--- src/rtl/core/byte_histogram_code_pattern_counter_macros.svh ---
// Assertion helpers for the byte histogram and pattern counter.
`ifndef BYTE_HISTOGRAM_CODE_PATTERN_COUNTER_MACROS_SVH
`define BYTE_HISTOGRAM_CODE_PATTERN_COUNTER_MACROS_SVH

// Same-cycle implication, checked outside reset.
`define BHCP_ASSERT_IMP(lbl, ante, cons, msg) \
    lbl: assert property (@(posedge i_clk) disable iff (!i_rst_n) (ante) |-> (cons)) \
        else $error(msg);

// Next-cycle implication, checked outside reset.
`define BHCP_ASSERT_NXT(lbl, ante, cons, msg) \
    lbl: assert property (@(posedge i_clk) disable iff (!i_rst_n) (ante) |=> (cons)) \
        else $error(msg);

`endif

--- src/rtl/core/bhcp_pkg.sv ---
package bhcp_pkg;

    localparam int TAIL_BYTES_DEF  = 32;
    localparam int COUNT_WIDTH_DEF = 32;
    localparam int HIST_BINS_DEF   = 256;
    localparam int NUM_PATTERNS    = 37;
    localparam int PAT_SPAN        = 32;
    localparam int N_W             = 7;
    localparam int SKIP_W          = 5;
    localparam int LEN_W           = 6;
    localparam int PID_W           = 6;

    typedef enum logic [1:0] {
        OP_DATA   = 2'd0,
        OP_FINISH = 2'd1,
        OP_READ   = 2'd2,
        OP_CLEAR  = 2'd3
    } t_op;

    typedef enum logic [1:0] {
        KIND_PAT   = 2'd0,
        KIND_TOTAL = 2'd1,
        KIND_BIN   = 2'd2,
        KIND_ERR   = 2'd3
    } t_kind;

    typedef logic [PAT_SPAN-1:0][7:0] t_span;

    typedef struct packed {
        logic clr;
        logic scan;
        logic snap;
        logic step;
    } t_lane_ctl;

    function automatic logic [31:0] sat32(input logic [63:0] v);
        return (v > 64'h0000_0000_FFFF_FFFF) ? 32'hFFFF_FFFF : v[31:0];
    endfunction

    function automatic logic is_addsub(input logic [7:0] v);
        return v == 8'h83 || v == 8'h81 || v == 8'h2c;
    endfunction

    function automatic logic is_evl_tail(input logic [7:0] v);
        return v == 8'h01 || v == 8'hc1 || v == 8'hc8 || v == 8'hc9 ||
               v == 8'hc0 || v == 8'hd0 || v == 8'hd1 || v == 8'hda;
    endfunction

    // farthest return word wins
    function automatic logic [LEN_W-1:0] ret_search(input t_span d, input logic [N_W-1:0] n,
                                                    input logic [2:0] reps,
                                                    input logic [7:0] a, input logic [7:0] b,
                                                    input logic [7:0] c, input logic [7:0] e);
        logic [LEN_W-1:0] len;
        len = '0;
        for (int r = 0; r <= 6; r++) begin
            if (3'(r) <= reps && N_W'(8 + 4 * r) <= n && d[4+4*r] == a &&
                d[5+4*r] == b && d[6+4*r] == c && d[7+4*r] == e) begin
                len = LEN_W'(8 + 4 * r);
            end
        end
        return len;
    endfunction

    function automatic logic [LEN_W-1:0] pat_len(input logic [PID_W-1:0] p, input t_span d,
                                                 input logic [N_W-1:0] n);
        logic [LEN_W-1:0] m;
        m = '0;
        case (p)
            6'd0: if (n >= 2 && d[0] == 8'hc9 && d[1] == 8'hc3) m = 6'd2;
            6'd1: if (n >= 3 && d[1] >= 8'h50 && d[1] <= 8'h5f && d[2] == 8'hc3) m = 6'd3;
            6'd2: begin
                if (n >= 5 && d[0] == 8'h48 && is_addsub(d[1]) && d[2] == 8'hc4) begin
                    if (d[4] == 8'hc3) m = 6'd5;
                    else if (n >= 8 && d[7] == 8'hc3) m = 6'd8;
                end
            end
            6'd3: if (n >= 4 && d[0] == 8'h55 && d[1] == 8'h48 && d[2] == 8'h89 &&
                      d[3] == 8'he5) m = 6'd4;
            6'd4: if (n >= 4 && d[0] == 8'h48 && is_addsub(d[1]) && d[2] == 8'hec) m = 6'd4;
            6'd5: if (n >= 8 && d[0] == 8'he8 && d[1] == 8'hbd && d[4] == 8'he1 &&
                      d[5] == 8'h2f && d[6] == 8'hff && d[7] == 8'h1e) m = 6'd8;
            6'd6: if (n >= 8 && d[0] == 8'he4 && d[1] == 8'h9d && d[2] == 8'he0 &&
                      d[3] == 8'h04 && d[4] == 8'he1 && d[5] == 8'h2f && d[6] == 8'hff &&
                      d[7] == 8'h1e) m = 6'd8;
            6'd7: if (n >= 4 && d[0] == 8'he9 && d[1] == 8'h2d) m = 6'd4;
            6'd8: if (n >= 4 && d[0] == 8'he5 && d[1] == 8'h2d && d[2] == 8'he0 &&
                      d[3] == 8'h04) m = 6'd4;
            6'd9: if (n >= 8 && d[2] == 8'hbd && d[3] == 8'he8 && d[4] == 8'h1e &&
                      d[5] == 8'hff && d[6] == 8'h2f && d[7] == 8'he1) m = 6'd8;
            6'd10: if (n >= 8 && d[0] == 8'h04 && d[1] == 8'he0 && d[2] == 8'h9d &&
                       d[3] == 8'he4 && d[4] == 8'h1e && d[5] == 8'hff && d[6] == 8'h2f &&
                       d[7] == 8'he1) m = 6'd8;
            6'd11: if (n >= 4 && d[2] == 8'h2d && d[3] == 8'he9) m = 6'd4;
            6'd12: if (n >= 4 && d[0] == 8'h04 && d[1] == 8'he0 && d[2] == 8'h2d &&
                       d[3] == 8'he5) m = 6'd4;
            6'd13: if (n >= 2 && d[0] == 8'h00 && d[1] == 8'h01) m = 6'd2;
            6'd14: if (n >= 2 && d[0] == 8'hff && d[1] == 8'hfe) m = 6'd2;
            6'd15: if (n >= 2 && d[0] == 8'h01 && d[1] == 8'h00) m = 6'd2;
            6'd16: if (n >= 2 && d[0] == 8'hfe && d[1] == 8'hff) m = 6'd2;
            6'd17: if (n >= 8 && d[0] == 8'h8f && d[1] == 8'hbf)
                       m = ret_search(d, n, 3'd4, 8'h03, 8'he0, 8'h00, 8'h08);
            6'd18: if (n >= 4 && d[0] == 8'h27 && d[1] == 8'hbd && d[2] == 8'hff) m = 6'd4;
            6'd19: if (n >= 8 && d[0] == 8'h3c && d[1] == 8'h1c && d[4] == 8'h9c &&
                       d[5] == 8'h27) m = 6'd8;
            6'd20: if (n >= 8 && d[2] == 8'hbf && d[3] == 8'h8f)
                       m = ret_search(d, n, 3'd4, 8'h08, 8'h00, 8'he0, 8'h03);
            6'd21: if (n >= 4 && d[1] == 8'hff && d[2] == 8'hbd && d[3] == 8'h27) m = 6'd4;
            6'd22: if (n >= 8 && d[2] == 8'h1c && d[3] == 8'h3c && d[6] == 8'h9c &&
                       d[7] == 8'h27) m = 6'd8;
            6'd23: if (n >= 4 && d[0] >= 8'h10 && d[0] <= 8'h13 && is_evl_tail(d[3]))
                       m = 6'd4;
            6'd24: if (n >= 4 && d[0] >= 8'h7d && d[0] <= 8'h7f &&
                       (d[3] == 8'h1e || d[3] == 8'h5e || d[3] == 8'h9e)) m = 6'd4;
            6'd25, 6'd27: if (n >= 8 && d[2] == 8'h03 && d[3] == 8'ha6)
                       m = ret_search(d, n, 3'd6, 8'h4e, 8'h80, 8'h00, 8'h20);
            6'd26, 6'd28: if (n >= 8 && d[0] == 8'h94 && d[1] == 8'h21 && d[4] == 8'h7c &&
                              d[5] == 8'h08 && d[6] == 8'h02 && d[7] == 8'ha6) m = 6'd8;
            6'd29: if (n >= 4 && d[0] == 8'h7c && d[1] == 8'h08 && d[2] == 8'h02 &&
                       d[3] == 8'ha6) m = 6'd4;
            6'd30: if (n >= 4 && d[0] == 8'hf8 && d[1] == 8'h61) m = 6'd4;
            6'd31, 6'd33: if (n >= 8 && d[0] == 8'ha6 && d[1] == 8'h03)
                       m = ret_search(d, n, 3'd6, 8'h20, 8'h00, 8'h80, 8'h4e);
            6'd32, 6'd34: if (n >= 8 && d[2] == 8'h21 && d[3] == 8'h94 && d[4] == 8'ha6 &&
                              d[5] == 8'h02 && d[6] == 8'h08 && d[7] == 8'h7c) m = 6'd8;
            6'd35: if (n >= 2 && d[0] == 8'h07 && d[1] == 8'hf4) m = 6'd2;
            6'd36: if (n >= 6 && d[0] == 8'heb && d[2] >= 8'hf0 && d[5] == 8'h24) m = 6'd6;
            default: m = '0;
        endcase
        return m;
    endfunction

endpackage

--- src/rtl/core/bhcp_pat_lane.sv ---
module bhcp_pat_lane
    import bhcp_pkg::*;
#(
    parameter int PAT_ID      = 0,
    parameter int COUNT_WIDTH = COUNT_WIDTH_DEF
) (
    input  logic                   i_clk,
    input  logic                   i_rst_n,
    input  t_lane_ctl              i_ctl,
    input  t_span                  i_span,
    input  logic [N_W-1:0]         i_n,
    output logic [COUNT_WIDTH-1:0] o_sh_cnt
);

    logic [SKIP_W-1:0]      r_skip;
    logic [COUNT_WIDTH-1:0] r_cnt;
    logic [SKIP_W-1:0]      r_sh_skip;
    logic [COUNT_WIDTH-1:0] r_sh_cnt;
    logic [LEN_W-1:0]       w_len;

    assign w_len = pat_len(PID_W'(PAT_ID), i_span, i_n);

    always_ff @(posedge i_clk) begin
        if (!i_rst_n || i_ctl.clr) begin
            r_skip <= '0;
            r_cnt  <= '0;
        end else if (i_ctl.scan) begin
            if (r_skip != '0) begin
                r_skip <= r_skip - 1'b1;
            end else if (w_len != '0) begin
                r_skip <= SKIP_W'(w_len - 1'b1);
                if (r_cnt != '1) r_cnt <= r_cnt + 1'b1;
            end
        end
    end

    // working copy for the tail pass
    always_ff @(posedge i_clk) begin
        if (i_ctl.snap) begin
            r_sh_skip <= r_skip;
            r_sh_cnt  <= r_cnt;
        end else if (i_ctl.step) begin
            if (r_sh_skip != '0) begin
                r_sh_skip <= r_sh_skip - 1'b1;
            end else if (w_len != '0) begin
                r_sh_skip <= SKIP_W'(w_len - 1'b1);
                if (r_sh_cnt != '1) r_sh_cnt <= r_sh_cnt + 1'b1;
            end
        end
    end

    assign o_sh_cnt = r_sh_cnt;

endmodule

--- config.mk ---
export PLATFORM = sky130hd
export DESIGN_NAME = bhcp_pat_lane
export DESIGN_NICKNAME = d
export VERILOG_FILES = /design/src/rtl/core/byte_histogram_code_pattern_counter_macros.svh /design/src/rtl/core/bhcp_pkg.sv /design/src/rtl/core/bhcp_pat_lane.sv
export SDC_FILE = /design/constraint.sdc
export NUM_CORES = 1
export LEC_CHECK = 0
export BUFFER_PORTS_ARGS = -buffer_cell sky130_fd_sc_hd__buf_2
export CELL_PAD_IN_SITES_DETAIL_PLACEMENT = 2
export CELL_PAD_IN_SITES_GLOBAL_PLACEMENT = 2
export CORE_MARGIN = 3
export CORE_UTILIZATION = 19
export CTS_CLUSTER_DIAMETER = 200
export DETAILED_ROUTE_END_ITERATION = 6
export PLACE_DENSITY_LB_ADDON = 0.05
export SLEW_MARGIN = 20
export SYNTH_ARGS = -nofsm -noshare
export SYNTH_HDL_FRONTEND = slang
export SYNTH_SLANG_ARGS = --single-unit
--- constraint.sdc ---
create_clock -name i_clk -period 2.6 [get_ports i_clk]
set_input_delay 0 -clock i_clk [delete_from_list [all_inputs] [get_ports i_clk]]
set_output_delay 0 -clock i_clk [all_outputs]
set_load 0.02 [all_outputs]
==> Yosys cells after proc, flatten, opt, wreduce, memory -nomap -nowiden <==
Index checks and enable logic that the tools add are counted.
{ "totals": {"word_cells": 43, "out_inout_bits": 32, "in_bits": 269, "regBits": 74} }
{ "classes": {"reduce_logical": 16, "n_eq_ne": 5, "n_addsub": 5, "mux": 11, "n_bitwise": 1, "order_cmp": 1} }
{ "ops": {"columns": ["operator", "n"], "rows": [
  ["$mux W32", 5],
  ["$add A32 B1 Y32 const B", 2],
  ["$ne A32 B32 Y1 const B", 2],
  ["$mux W5", 5],
  ["$eq A8 B8 Y1 const B", 2],
  ["$reduce_bool A5 Y1", 2],
  ["$sub A5 B1 Y5 const B", 2],
  ["$reduce_and A4 Y1", 2],
  ["$reduce_bool A2 Y1", 4],
  ["$ge A7 B2 Y1 const B", 1],
  ["$reduce_bool A6 Y1", 1],
  ["$reduce_and A2 Y1", 2],
  ["$reduce_bool A3 Y1", 1],
  ["$sub A2 B1 Y3 const B", 1],
  ["$logic_and A1 B1 Y1", 2],
  ["$mux W2", 1],
  ["$ne A2 B2 Y1 const B", 1],
  ["$logic_not A1 Y1", 1],
  ["$logic_or A1 B1 Y1", 1],
  ["$not A1 Y1", 1]
]} }

==> Longest topological paths before layout <==
{ "logic_depth": {"depth_word": 9, "depth_mapped": 9, "mapped_depth_nobuf": 7} }

==> Least setup slack after synthesis <==
OpenSTA, ideal clock, no wires.
{ "synth_path": {"kind": "input to register", "startpoint": "input i_span[10] (netlist name)", "endpoint": "register r_sh_cnt[0] (netlist: o_sh_cnt[0]), enable pin", "required_time_ps": 2223, "setup_ps": 377, "setup_slack_ps": 151, "t_arrival_ps": 2072, "path_stages": 5, "path_cell_list": "or4b_1 -> nor4_4 -> nand2_1 -> nor3_1 -> a31o_2"} }
{ "synth_between": {"elab_chain_len": 6} }
{ "synth_lines": {"columns": ["element", "line_no", "rtl"], "rows": [
  ["from (decl)", "bhcp_pat_lane.sv:10", "input t_span i_span,"],
  ["$eq A8 B8 Y1", "bhcp_pkg.sv:70", "6'd0: if (n >= 2 && d[0] == 8'hc9 && d[1] == 8'hc3) m = 6'd2;"],
  ["$logic_and A1 B1 Y1", "bhcp_pkg.sv:70", null],
  ["$mux W2", "bhcp_pkg.sv:70", null],
  ["$reduce_bool A6 Y1", "bhcp_pat_lane.sv:45", "end else if (w_len != '0) begin"],
  ["$reduce_bool A2 Y1 (no line)", null, null],
  ["$reduce_and A4 Y1 (no line)", null, null],
  ["to (signal assigned)", "bhcp_pat_lane.sv:41", "r_sh_cnt <= r_cnt;"],
  ["to (signal assigned)", "bhcp_pat_lane.sv:47", "if (r_sh_cnt != '1) r_sh_cnt <= r_sh_cnt + 1'b1;"],
  ["to (decl)", "bhcp_pat_lane.sv:18", "logic [COUNT_WIDTH-1:0] r_sh_cnt;"]
]} }
No other way between the ends.
A chain may end at the register's enable or synchronous reset.

==> Worst setup path in the final report <==
{ "layout_path": {"startpoint": "register r_skip[0]", "endpoint": "register r_cnt[7]"} }
{ "layout_between": {"elab_chain_len": 3} }
{ "layout_lines": {"columns": ["element", "line_no", "rtl"], "rows": [
  ["from (decl)", "bhcp_pat_lane.sv:15", "logic [SKIP_W-1:0] r_skip;"],
  ["from (signal assigned)", "bhcp_pat_lane.sv:29", "r_skip <= r_skip - 1'b1;"],
  ["from (signal assigned)", "bhcp_pat_lane.sv:31", "r_skip <= SKIP_W'(w_len - 1'b1);"],
  ["$reduce_bool A5 Y1", "bhcp_pat_lane.sv:28", "if (r_skip != '0) begin"],
  ["$not A1 Y1 (no line)", null, null],
  ["$reduce_and A4 Y1 (no line)", null, null],
  ["to (signal assigned)", "bhcp_pat_lane.sv:32", "if (r_cnt != '1) r_cnt <= r_cnt + 1'b1;"],
  ["to (decl)", "bhcp_pat_lane.sv:16", "logic [COUNT_WIDTH-1:0] r_cnt;"]
]} }
No other way between the ends.

==> metrics.yaml <==
synth_enable_flop_cells: 37
die_height_um: 156.0
num_vias: 4102
skew_ns: 0.01062
setup_viol: 0
place_hpwl_um: 12330
wl_per_cell_um: 19.59
syn_area_um2: 4277
utilization: 0.2453
clockBufferDepth: 2
pre_cts_slack_ns: -0.04911
crit_required_ns: 2.87
timing.final.crit_share: 0.9383
first_pass_iters: 4
clock-root-buffer: "clkbuf_16"
cts_tree: "done"
yosysUniqueCellTypes: 52
synth_fp_nets: 754
drc_errors: 0
diodes: 0
slew_headroom: 0.4435
tightest_slew_ns: 0.8218
antenna_found_initial: 0
avgSynthCellArea_um2: 8.891
final_common_cell: "buf_2"
first_global_vias: 4372
crit_type: "reg2reg"
status: "finished clean"
grt_first_pass_wirelength_um: 25890
io_pins: 301
cts_buffers: 9
path_max_fanout: 30
gp_congestion: 0.7091
hp-class: "in2reg"
drv_cap: 0
irDropWorstVdd_v: 0.0001994
ys_ff_latch: 74
vias_per_cell: 4.866
die_area_um2: 24350
post_route_cells_drive_above_1_share: 0.2096
synthCells: 481
postRouteAntennaNets: 0
path_cells: "inv_1 > ha_1 > or4b_4 > a211oi_4 > nand2_2 > buf_12 > or4_1 > a21oi_1"
fp.dieW_um: 156.0
htreeDepth: 3
yosysSeqAreaShare: 0.4330
hold_ws_ns: 0.1419
powerDensity_nw_per_um2: 529.7
grt_max_degree: 47
arrival_ns: 2.71
port-buffer-count: 59
core_area_um2: 21960
nets: 831
crit_path_end_kind: "flip-flop"
slew_violations: 0
cts_num_sinks: 74
final-hold-violation-count: 0
overflow: 0
clock.fmax_mhz: 409.9
grtUsageTotal: 0.1381
clock_latency_ns: 0.35
rsz0062_at_grt: "false"
slowest_delay_ns: 0.52
clk_pin_slew_ns: 0.06
start_util: 0.1948
setup_tns_ns: 0
ys.flop_type: "edfxtp_1"
final.setup.worst_slack_ns: 0.1605
final_cell_mix: "59 x buf_2, 57 x nand2_1, 37 x edfxtp_1, 37 x dfxtp_1, 33 x o21ai_0"
fin_crit_ns: 2.439
async_flop_share: 0
critical_path.slowest_cell: "or4_1"
p_leak_nw: 1.802
power_mw: 2.853
start_kind: "flip-flop"
fp-row-count: 54
first_iter_violations: 187
syn2layout_area_growth_pct: 25.95
wl_um: 16520
yosysWarnings: 0
## worst max-delay path: cells and delay by family, from the launching register on
family	cells	cell delay, ns
and+or+nand+nor	3	1.14
AOI/OAI and AO/OA	2	0.44
DFF	1	0.33
buffers and inverters	2	0.27
adders and majority gates	1	0.18
## stage by stage
stage / cells / area, µm²
finish: 843 / 5386
global route: 843 / 5386
CTS: 843 / 5383
detailed placement: 825 / 5077
global placement: 825 / 5077
floorplan: 481 / 4277
## metal layers
layer,part of all wire,global-route usage
met1,0.53,0.2047
met2,0.43,0.2060
met3,0.035,0.02746
met4,0.0076,0.03154
met5,0,0
## what timing repair did
action                                 4_1_cts  5_1_grt
setup endpoints to repair                   10       18
resized for setup                            1        1
pin swaps                                    2        0
hold buffers                                 1        0
buffers inserted                             1        0
endpoints found under the hold margin        1        0
## cells by family after synthesis
family,after synthesis,synth area share
AND/OR/NAND/NOR,221,0.2899
adder cells (fa/ha/maj),4,0.01170
multiplexers,6,0.01463
buffers and inverters,39,0.03540
AO/OA/AOI/OAI,110,0.1600
XOR/XNOR,27,0.05530
flip-flops,74,0.4330
## report_power, final
part / switching [mW] / leakage, nW / internal [mW]
clock network: 0.587 / 0.132 / 0.655
logic: 0.172 / 0.993 / 0.108
registers: 0.0481 / 0.677 / 1.28
## worst paths after layout
path,from,endpoint,cells past startpoint,slack (ns)
worst min-delay path,i_ctl[3],r_cnt[20]$_SDFFE_PP0P_,4,0.14
worst max-delay path,r_skip[0]$_SDFFE_PP0P_,r_cnt[7]$_SDFFE_PP0P_,8,0.16
worst max register to register,r_skip[0]$_SDFFE_PP0P_,r_cnt[7]$_SDFFE_PP0P_,8,0.16
worst min register to register,r_cnt[22]$_SDFFE_PP0P_,r_cnt[22]$_SDFFE_PP0P_,2,0.50
## sequential cells by signal, indices dropped and copies added, names as in the netlist
name	cells
r_cnt	32
o_sh_cnt	32
r_sh_skip	5
r_skip	5
## Yosys cell counts (3+ instances only)
library cell / count / area (µm²)
nand2_1: 57 / 214.0
dfxtp_1: 37 / 740.7
edfxtp_1: 37 / 1111
o21ai_0: 33 / 165.2
nand3_1: 30 / 150.1
a21oi_1: 29 / 145.1
or4_1: 24 / 180.2
clkbuf_1: 22 / 82.58
o31ai_1: 22 / 165.2
nand4_1: 19 / 118.9
and3_1: 17 / 106.4
nor2_1: 15 / 56.30
xor2_1: 14 / 122.6
inv_1: 13 / 48.80
nor4_1: 13 / 81.33
xnor2_1: 13 / 113.9
nor3_1: 11 / 55.05
or3_1: 7 / 43.79
a31oi_1: 6 / 37.54
and4_1: 5 / 43.79
nand2b_1: 5 / 31.28
ha_1: 4 / 50.05
mux2i_1: 4 / 40.04
buf_2: 3 / 15.01
o211ai_1: 3 / 22.52
o31a_1: 3 / 26.28
## area by class of cell
type	instances	area, µm²
clock inverter	7	55.05
inverter	13	48.80
timing repair buffer	92	570.5
clock buffer	9	225.2
fill	2501	16570
tap	280	350.3
sequential	74	1852
multi-input combinational	368	2285
Power figures use the tool's default switching activity.
